### src/hdl/towdm_dly.sv
// ----------------------------------------------------------------------------
// towdm_dly
// Fixed-length delay line that carries side data and valid past a divider.
// ----------------------------------------------------------------------------
`default_nettype none
module towdm_dly #(
   parameter int W = 8,
   parameter int N = 16
) (
   input  logic         clock,
   input  logic         reset,
   input  logic [W-1:0] din,
   output logic [W-1:0] dout
);
   logic [W-1:0] sr_ff [N];

   always_ff @(posedge clock) begin
      if (reset) begin
         for (int i = 0; i < N; i++) sr_ff[i] <= '0;
      end else begin
         sr_ff[0] <= din;
         for (int i = 1; i < N; i++) sr_ff[i] <= sr_ff[i-1];
      end
   end

   assign dout = sr_ff[N-1];
endmodule
`default_nettype wire

### config.mk
export PLATFORM = sky130hd
export DESIGN_NAME = towdm_dly
export DESIGN_NICKNAME = d
export VERILOG_FILES = /design/src/hdl/towdm_dly.sv
export SDC_FILE = /design/constraint.sdc
export NUM_CORES = 1
export LEC_CHECK = 0
export ABC_AREA = 1
export BUFFER_PORTS_ARGS = -buffer_cell sky130_fd_sc_hd__buf_2
export CORE_MARGIN = 5
export CORE_UTILIZATION = 63
export DETAILED_ROUTE_END_ITERATION = 16
export PLACE_DENSITY = 0.87
export REMOVE_ABC_BUFFERS = 1
export SYNTH_ARGS = -nofsm -noshare
export SYNTH_HDL_FRONTEND = slang
export SYNTH_SLANG_ARGS = --single-unit
### constraint.sdc
create_clock -name clock -period 1.5 [get_ports clock]
set_input_delay 0.225 -clock clock [delete_from_list [all_inputs] [get_ports clock]]
set_output_delay 0.225 -clock clock [all_outputs]
set_load 0.1 [all_outputs]
Yosys cells after proc, flatten, opt, wreduce, memory -nomap -nowiden
Memory sizes are Yosys's and may differ from the RTL's.
Cells that the tools add are included.
{"block": "word_totals", "ff_bits": 0, "latchBits": 0, "mem_bits_rw": 128, "mem_bits_ro": 0, "inputBits": 10, "mem_count": 1}
{"block": "classes", "n_addsub": 0, "multipliers": 0, "n_div": 0, "magnitude_cmp": 0, "eq_ne": 0, "n_shift": 0, "n_mux": 19, "bitwise_logic": 16, "reduce_logical": 0}
{"memory": "sr_ff", "depth": 16, "width": 8, "rd": 16, "rd_clocked_by_memory_dff": 0, "wr": 16, "line_no": "15", "source": "logic [W-1:0] sr_ff [N];"}
{"op": "8-bit two-way mux", "count": 16}
{"op": "1-bit bitwise OR", "count": 16}
{"op": "1-bit two-way mux", "count": 3}

Longest topological paths before layout
{"block": "logic_depth", "ltp_word": 3, "ltp_mapped": 3, "depth_no_buf": 2}

Worst setup path before layout
OpenSTA, ideal clock, no wires.
{"block": "synth_timing", "path_kind": "register to output", "start": "memory sr_ff[15][0], in the netlist sr_ff[3][24]", "end": "output port dout[0]", "arrival_time_ns": 0.558, "t_required_ns": 1.275, "path_slack_ns": 0.717, "stages_incl_launch_ff": 2, "path_buffers": 1, "path_cell_list": "dfxtp_1 > buf_4"}
{"element": "start, declared", "line_no": "15"}
{"element": "end, declared", "line_no": "13", "source": "output logic [W-1:0] dout"}

==> summary.txt <==
Detailed routing
  – Drc violations: 0
  – Vias per cell: 4.09
  – Via count: 2,117
  – Final WL: roughly 4700 µm
  – First-pass iteration count of the detailed router: 4
  – Post-DR wirelength/cell: ~9.1 µm
  – ANT nets after route: 0
  – Initial DRC Count: roughly 120

Run
  – Maxcap violations: 0

Worst setup path
  – Crit path launch type: register
  – WP buf/inv: 1
  – Arrival time at the worst endpoint: around 1.2 ns
  – Worst path required time: 1.27 ns
  – WS Path Type: register to output port
  – CP endpoint kind: output port
  – Worst Reg-to-Reg Cells: 2
  – Max stage delay on crit path: about 0.41 ns
  – Critical-path top delay cell: buf_2
  – Max FO, Critical Path: 1
  – CP delay by family, top: buffers and inverters
  – Ordered list of cells on the worst path: buf_2
  – WP depth: 1

Timing
  – Final period util: about 97%
  – Layout Skew: about 0.0055 ns
  – Tmin final: 1.45 ns
  – Fin. max-slew vios: 0
  – Final hold violations: 0
  – Pin slew with the least headroom to its limit: about 0.48 ns
  – Setup tns final: 0 ns
  – Slew Limit Headroom: 67.9%
  – F_max: 0.689 GHz
  – Final setup viols: 0
  – Unrepaired setup endpoints after global routing: false

Clock network
  – Worst skew pair latency: a little over 0.5 ns
  – Worst-path clk slew: about 0.05 ns
  – Postcts setup bufs: 0
  – CTS sink count: roughly 130
  – Max Root-Sink Buffers: 2
  – TritonCTS Buffers: 17
  – CTS tree: built
  – Clock Root Buffer: clkbuf_8
  – Max H-tree Level: 4

Logic synthesis
  – Register area share after synthesis: 68.6%
  – Post-synth top area share: roughly two thirds
  – Yosys reg bits: 128
  – Ys Warns: 0
  – Post-synthesis average cell area: around 9.2 µm²
  – Synthesized netlist cell count: between 400 and 500
  – Synth area leaders: dfxtp_1 69%, inv_1 13%, nor2_1 13%, buf_6 3.9%, buf_4 1.8%
  – Yosys cell types: 5
  – Post-Syn Area: ~3700 µm²
  – Area leader, netlist: dfxtp_1

Final layout
  – Final #Nets: 440
  – Final Cell Area: between 4000 and 5000 µm²
  – Share of post-route cells with drive strength above 1: just over 10%
  – Fin util: roughly three quarters
  – Max reg flops: 128
  – Top reg by flops: sr_ff
  – N_diodes: 0
  – Regs by FF count: sr_ff (128)
  – Area Growth Syn to Fin: 17.8%
  – Fillers: approximately 390

Die
  – Die area: 7570 µm²
  – Core Box Area: 5850 µm²
  – Die Ht: around 87 µm
  – Initial Util: between 60% and 70%
  – Io pins: 18
  – Die width: a little under 90 µm
  – Row Count: 28

Run status
  – Outcome: completed

Power
  – Final Power: around 7500 µW
  – Worst VDD drop: about 1.2 mV
  – Lkg Pwr: about 0.0018 µW
  – PwrDens: 1700 nW/µm²

Placement
  – Dpl cell area: 3730 µm²
  – Hpwl dp: between 2000 and 3000 µm
  – Routability Congestion: just over 0.6
  – I/O Buffers: 17

Worst hold path
  – Worst hold path type: input port to register
  – WHS Path Cells: 3

GRT
  – Aggregate global-route resource usage: approximately 16%
  – GR Overflow Total: 0
  – Vias in the first global route: roughly 2,100
  – Antenna violations before repair: 0
  – First-pass GRT wire length: around 8600 µm
  – Largest net degree at the start of global routing: 80
[power by group]
part | internal, µW | switching [µW]
registers | 3440 | 9.02
logic | 43.2 | 70.8
clock network | 2640 | 1300
total | 6120 | 1380
[cell type report]
class | count | area (µm²) | share of cell area, %
Sequential cell | 128 | 2560 | 58.2
Clock inverter | 6 | 105 | 2.39
Tap cell | 75 | 93.8 | 2.13
Inverter | 128 | 480 | 10.9
Clock buffer | 25 | 474 | 10.8
Multi-Input combinational cell | 128 | 480 | 10.9
Timing Repair Buffer | 27 | 205 | 4.66
[routing by layer]
layer | wire length [µm] | track usage [%] | up-vias | share of wire (%)
met1 | 1860 | 14.2 | 937 | 39
met3 | 246 | 7.10 | 16 | 5.2
met5 | 0 | 0 | - | 0
li1 | - | - | 1130 | -
met4 | 130 | 9.77 | 0 | 2.8
met2 | 2470 | 27.5 | 34 | 53
[cell usage after synthesis]
master,n
buf_4,9
dfxtp_1,128
buf_6,13
inv_1,128
nor2_1,128
[tightest hold or removal path, stage by stage]
cell	delay, ns
buf_4	0.12
buf_12	0.19
nor2_1	0.12
[timing repair]
action / CTS / global route
hold endpoints to repair: 8 / 0
hold buffers: 8 / 0
setup endpoints to repair: 1 / 3
gates resized for setup: 1 / 3
[cells by family after synthesis]
logic type,count (synthesis),synth area share (%)
buffers and inverters,150,18.6
flip-flops,128,68.6
AND/OR/NAND/NOR,128,12.9
[layout by cell type, fill, tap and decap left out]
cell type	synthesis	routed
inv_1	128	128
nor2_1	128	128
dfxtp_1	128	128
clkbuf_16	0	16
buf_2	0	12
dlygate4sd3_1	0	8
clkbuf_1	0	5
clkbuf_8	0	4
bufinv_16	0	3
clkinv_2	0	3
buf_4	9	3
clkbuf_4	0	3
buf_12	0	1
[worst paths after layout]
check / start / endpoint / slack [ns]
hold reg to reg: sr_ff[2][18] / sr_ff[2][26] / 0.40
setup reg to reg: sr_ff[2][0] / sr_ff[2][8] / 0.96
hold / removal: reset / sr_ff[0][10] / 0.20
setup / recovery: sr_ff[3][26] / dout[2] / 0.05
[stage by stage]
| stage | worst slack [ns] | hold WS (ns) | std cells |
|---|---|---|---|
| global placement | 0.560 | 0.389 | 478 |
| CTS | 0.000916 | 0.179 | 517 |
| detailed placement | 0.523 | 0.392 | 478 |
| floorplan | 0.366 | 0.296 | 384 |
| finish | 0.0490 | 0.203 | 517 |
| global route | 0.00702 | 0.197 | 517 |
Note: power is estimated with default switching activity, not from simulation.
