File: src/hdl/towdm_div.sv
// ----------------------------------------------------------------------------
// towdm_div
// Pipelined restoring divider, one quotient bit per stage, truncates toward
// zero, zero divisor gives zero.
// ----------------------------------------------------------------------------
`default_nettype none
module towdm_div #(
   parameter int NUM_W = 15,
   parameter int DEN_W = 8
) (
   input  logic                    clock,
   input  logic signed [NUM_W:0]   num,
   input  logic [DEN_W-1:0]        den,
   output logic signed [NUM_W:0]   quo
);
   logic [DEN_W-1:0] rem_ff  [NUM_W];
   logic [NUM_W-1:0] numr_ff [NUM_W];
   logic [NUM_W-1:0] quo_ff  [NUM_W];
   logic [DEN_W-1:0] den_ff  [NUM_W];
   logic             neg_ff  [NUM_W];
   logic             zero_ff [NUM_W];
   logic signed [NUM_W:0] quo_out_ff;
   logic [NUM_W-1:0] mag;

   assign mag = num[NUM_W] ? NUM_W'(-num) : NUM_W'(num);

   for (genvar i = 0; i < NUM_W; i++) begin : g_stage
      logic [DEN_W-1:0] rem_prev;
      logic [NUM_W-1:0] num_prev;
      logic [NUM_W-1:0] quo_prev;
      logic [DEN_W-1:0] den_prev;
      logic             neg_prev;
      logic             zero_prev;
      logic [DEN_W:0]   trial;
      if (i == 0) begin : g_first
         assign rem_prev  = '0;
         assign num_prev  = mag;
         assign quo_prev  = '0;
         assign den_prev  = den;
         assign neg_prev  = num[NUM_W];
         assign zero_prev = (den == '0);
      end else begin : g_next
         assign rem_prev  = rem_ff[i-1];
         assign num_prev  = numr_ff[i-1];
         assign quo_prev  = quo_ff[i-1];
         assign den_prev  = den_ff[i-1];
         assign neg_prev  = neg_ff[i-1];
         assign zero_prev = zero_ff[i-1];
      end
      assign trial = {rem_prev, num_prev[NUM_W-1]};
      always_ff @(posedge clock) begin
         if (trial >= {1'b0, den_prev}) begin
            rem_ff[i] <= DEN_W'(trial - {1'b0, den_prev});
            quo_ff[i] <= {quo_prev[NUM_W-2:0], 1'b1};
         end else begin
            rem_ff[i] <= DEN_W'(trial);
            quo_ff[i] <= {quo_prev[NUM_W-2:0], 1'b0};
         end
         numr_ff[i] <= {num_prev[NUM_W-2:0], 1'b0};
         den_ff[i]  <= den_prev;
         neg_ff[i]  <= neg_prev;
         zero_ff[i] <= zero_prev;
      end
   end

   always_ff @(posedge clock) begin
      if (zero_ff[NUM_W-1]) begin
         quo_out_ff <= '0;
      end else if (neg_ff[NUM_W-1]) begin
         quo_out_ff <= -$signed({1'b0, quo_ff[NUM_W-1]});
      end else begin
         quo_out_ff <= $signed({1'b0, quo_ff[NUM_W-1]});
      end
   end

   assign quo = quo_out_ff;
endmodule
`default_nettype wire

File: config.mk
export PLATFORM = sky130hd
export DESIGN_NAME = towdm_div
export DESIGN_NICKNAME = d
export VERILOG_FILES = /design/src/hdl/towdm_div.sv
export SDC_FILE = /design/constraint.sdc
export NUM_CORES = 1
export LEC_CHECK = 0
export BUFFER_PORTS_ARGS = -buffer_cell sky130_fd_sc_hd__buf_2
export CAP_MARGIN = 20
export CORE_MARGIN = 1.5
export CORE_UTILIZATION = 44
export DETAILED_ROUTE_END_ITERATION = 7
export SYNTH_ARGS = -nofsm -noshare
export SYNTH_HDL_FRONTEND = slang
export SYNTH_SLANG_ARGS = --single-unit
File: constraint.sdc
create_clock -name clock -period 2.95 [get_ports clock]
set_input_delay 0.59 -clock clock [delete_from_list [all_inputs] [get_ports clock]]
set_output_delay 0.59 -clock clock [all_outputs]
set_load 0.01 [all_outputs]
Word-level counts from Yosys, hierarchy flattened
Memory sizes are Yosys's and may differ from the RTL's.
Index checks and enable logic that the tools add are counted.
- register bits after elaboration: 16
- bits in writable memories: 705
- input bits: 25
- output and inout port bits: 16
- memories kept: 6
- add/sub/neg operators: 17
- $lt $le $gt $ge: 15
- muxes and demuxes: 77
- bitwise operators: 31
- reductions and logical operators: 2
- memories (memory ; depth ; bits a word ; rd ports ; clocked after memory_dff ; write ports ; RTL line ; RTL):
    quo_ff ; 15 ; 15 ; 15 ; 0 ; 15 ; 18 ; logic [NUM_W-1:0] quo_ff [NUM_W];
    numr_ff ; 15 ; 14 ; 14 ; 0 ; 15 ; 17 ; logic [NUM_W-1:0] numr_ff [NUM_W];
    den_ff ; 15 ; 8 ; 14 ; 0 ; 15 ; 19 ; logic [DEN_W-1:0] den_ff [NUM_W];
    rem_ff ; 15 ; 8 ; 14 ; 0 ; 15 ; 16 ; logic [DEN_W-1:0] rem_ff [NUM_W];
    neg_ff ; 15 ; 1 ; 15 ; 0 ; 15 ; 20 ; logic neg_ff [NUM_W];
    zero_ff ; 15 ; 1 ; 15 ; 0 ; 15 ; 21 ; logic zero_ff [NUM_W];
- operators with widths (kind ; number):
    $mux 15 ; 17
    $ge 9x8->1 ; 14
    $mux 8 ; 15
    $sub 8x8->8 ; 14
    $mux 1 ; 45
    $or 1x1->1 ; 30
    $neg 15->16 ; 1
    $neg 15->15 ; 1
    $ge 1x8->1 ; 1
    $logic_not 8->1 ; 1
    $sub 1x8->8 ; 1
    $reduce_or 2->1 ; 1
    $not 1->1 ; 1

Logic depth before layout (Yosys ltp)
- depth in word-level cells: 6
- gate-level depth with buffers: 11
- depth with buffers taken out: 11

Worst setup path after synthesis
No wires, ideal clock.
- kind: input to register
- start: in num[10]
- end: mem rem_ff[0][1]
- data arrival time: 3008 ps
- required time: 2835 ps
- path slack: -173 ps
- cell stages on the path: 10
- path buffers: 0
- path through: or4_4 -> or3_1 -> o31ai_1 -> xor2_1 -> ha_1 -> inv_1 -> ha_1 -> o211ai_1 -> inv_1 -> and2_1
- RTL lines (what ; RTL line ; RTL):
    start, declared ; 12 ; input logic signed [NUM_W:0] num,
    end, declared ; 16 ;

==> impl_metrics.tcl <==
set metrics [dict create \
    outcome "complete, no violations" \
    ys_top_cells_by_area "dfxtp_1 58%, ha_1 8.4%, mux2_2 4.8%" \
    design_area_mm2 0.0199 \
    yosysMostFrequentCell "dfxtp_1" \
    cts_setup_buffers 0 \
    ys_ff_latch 495 \
    critPathCaptureType "register" \
    hold_depth 1 \
    synthFlopType "dfxtp_1" \
    grt.overflow.total 0 \
    netlist.area_leader.share 0.575 \
    grt_pass1_wl_um 46800 \
    final_util 0.516 \
    startpoint "den_ff[0][62]" \
    num_io_pins 41 \
    tns_ns 0 \
    clock_tree.buffer_depth 3 \
    firstDrtPassIters 4 \
    r2r_setup_slack_ns 0.41 \
    powerDensity_mw_per_mm2 1090 \
    ant_nets 0 \
    max_cap_violations 0 \
    hold_viol 0 \
    max_freq_mhz 393 \
    synth_largest_area_cell "dfxtp_1" \
    synth_fa_ha_area_frac 0.0994 \
    finalSetupViolCount 0 \
    avgSynthCellArea_um2 11.5 \
    numClockSinks 495 \
    cts_buffers 50 \
    crit_slowest_cell "a2111oi_0" \
    grt_max_degree 17 \
    worstSetupPathType "register to register" \
    synth_top_family_by_area "compound AO/OA/AOI/OAI gates" \
    gp_congestion 0.782 \
    hold_start "den[7]" \
    yosysWarnings 0 \
    n_antenna_cell 0 \
    yosys.area_share.simple 0.0785 \
    r2r-end "rem_ff[1][4]" \
    p_leak_nw 9.17 \
    min_to "den_ff[0][7]" \
    drtIter0Drc 393 \
    maxSlewViolCount 0 \
    track_usage 0.139 \
    cts_tree "yes" \
    die_y_um 201 \
    hold_path.class "primary input to register" \
    cts_resized 0 \
    path_clk_slew_ns 0.06 \
    arrival_ns 3.00 \
    die_area_mm2 0.0403 \
    syn-instance-count 1496 \
    io_buffer_count 40 \
    synth_nets 1650 \
    rsz0062_at_grt "false" \
    cp_max_fo 9 \
    vias 10200 \
    synth_xor_area_frac 0.0346 \
    ctsHoldBuffers 0 \
    grt_pass1_vias 10100 \
    final.period_utilization 0.862 \
    num_rows 72 \
    critPathMaxStageDelay_ns 0.54 \
    synth_edf_count 0 \
    syn2layout_area_growth_pct 15.7 \
    whs_ns 0.140 \
    synthTopCellsByCount "495 x dfxtp_1, 163 x inv_1, 116 x ha_1" \
    avgRoutedWirePerCell_um 12.8 \
    finalPower_mw 21.7 \
    async_reset_ff_frac 0 \
    worst_pin_slew_ns 0.507 \
    post-route-min-period_ns 2.54 \
    vdd_ir_drop_max_uv 493 \
    r2r-start "den_ff[0][62]" \
    coreArea_mm2 0.0386 \
    cp-start-kind "register" \
    htreeDepth 2 \
    start_util 0.446 \
    clk_latency_ns 0.57 \
    dp_hpwl_um 19900 \
    cts-root-buf "clkbuf_16" \
    required_ns 3.40 \
    relSlewSlack 0.653 \
    syn-cell-area_mm2 0.0172 \
    grt_antenna_before_repair 1 \
    synth-compound-area-share 0.107 \
    ys_seq_area_frac 0.575 \
    reg2reg_depth 6 \
    ys_types 48 \
    avgViaCountPerCell 4.80 \
    nNetsFinal 1727 \
    skew_ns 0.0105 \
    routed_wl_um 27400 \
    die-width_um 201 \
    post-route-drc-count 0 \
    synth_mux_area_frac 0.0628 \
    detailed_place.area_mm2 0.0181 \
    drive_gt1_frac 0.140 \
    crit_chain "inv_1, ha_1, a21o_1, a2111oi_0, o21a_1, mux2_2" \
]
## critical path: cells and delay by family (launching register included)
kind | cells | cell delay [ns]
compound gates | 3 | 1.31
fa+ha+maj | 1 | 0.33
buf+inv | 1 | 0.05
flops | 1 | 0.33
mux | 1 | 0.41
## registers in the layout, indices dropped and copies added, names as in the netlist
register and cells:
quo_ff 120, den_ff 112, rem_ff 112, numr_ff 105, quo 16, neg_ff 15, zero_ff 15
## cell type report
cell class              count  area (µm²)
clock buffers              68        1520
clock inverters            25         354
fillers                  3412       18700
inverters                 163         612
multi-input cells         809        6590
flip-flops and latches    495        9910
well taps                 518         648
repair buffers             54         305
## per-layer routing
metal,routed length (µm),share of wire,GRT usage
met2,12500,0.46,0.229
met5,0,0,0
met4,680,0.025,0.0577
met3,1200,0.044,0.0305
met1,13000,0.48,0.176
## cell usage in the layout (no fill, tap or decap), drive strengths merged, types with 13 or more instances in the layout
cell type	n
inv	164
nor2	76
xnor2	53
nand3	34
mux2	73
a211o	24
xor2	15
nor4	14
ha	116
mux2i	26
o21ai	30
fa	13
nor2b	14
nand2	24
a21o	39
a21oi	30
dfxtp	495
buf	54
a211oi	25
nor3	51
o21a	26
a2111oi	13
nand2b	27
clkbuf	68
## through the flow
| stage | instances | worst slack (ns) |
|---|---|---|
| 3_3_place_gp | 2039 | -0.174 |
| 6_report | 2132 | 0.407 |
| 5_1_grt | 2132 | 0.199 |
| 2_1_floorplan | 1496 | -0.135 |
| 4_1_cts | 2132 | 0.418 |
| 3_5_place_dp | 2039 | -0.200 |
## logic make-up (layout without fill, tap and decap cells)
logic type      count (synthesis)  after routing
simple gates                  268            268
flops                         495            495
compound gates                245            245
xor+xnor                       68             68
mux                            99             99
fa+ha+maj                     129            129
buf+inv                       192            310
## how the worst max path moves through the flow
stage	end	slack (ns)	cells after the start
6_report	rem_ff[1][4]	0.41	6
5_1_grt	rem_ff[0][1]	0.20	11
4_1_cts	rem_ff[0][5]	0.42	11
3_5_place_dp	rem_ff[0][5]	-0.20	11
3_3_place_gp	rem_ff[0][6]	-0.17	11
2_1_floorplan	rem_ff[0][1]	-0.13	10
## where the power goes
part | internal [mW] | switching [mW]
registers | 8.15 | 0.599
logic | 3.06 | 3.07
clock network | 4.32 | 2.51
Note: power is estimated with default switching activity, not from simulation.
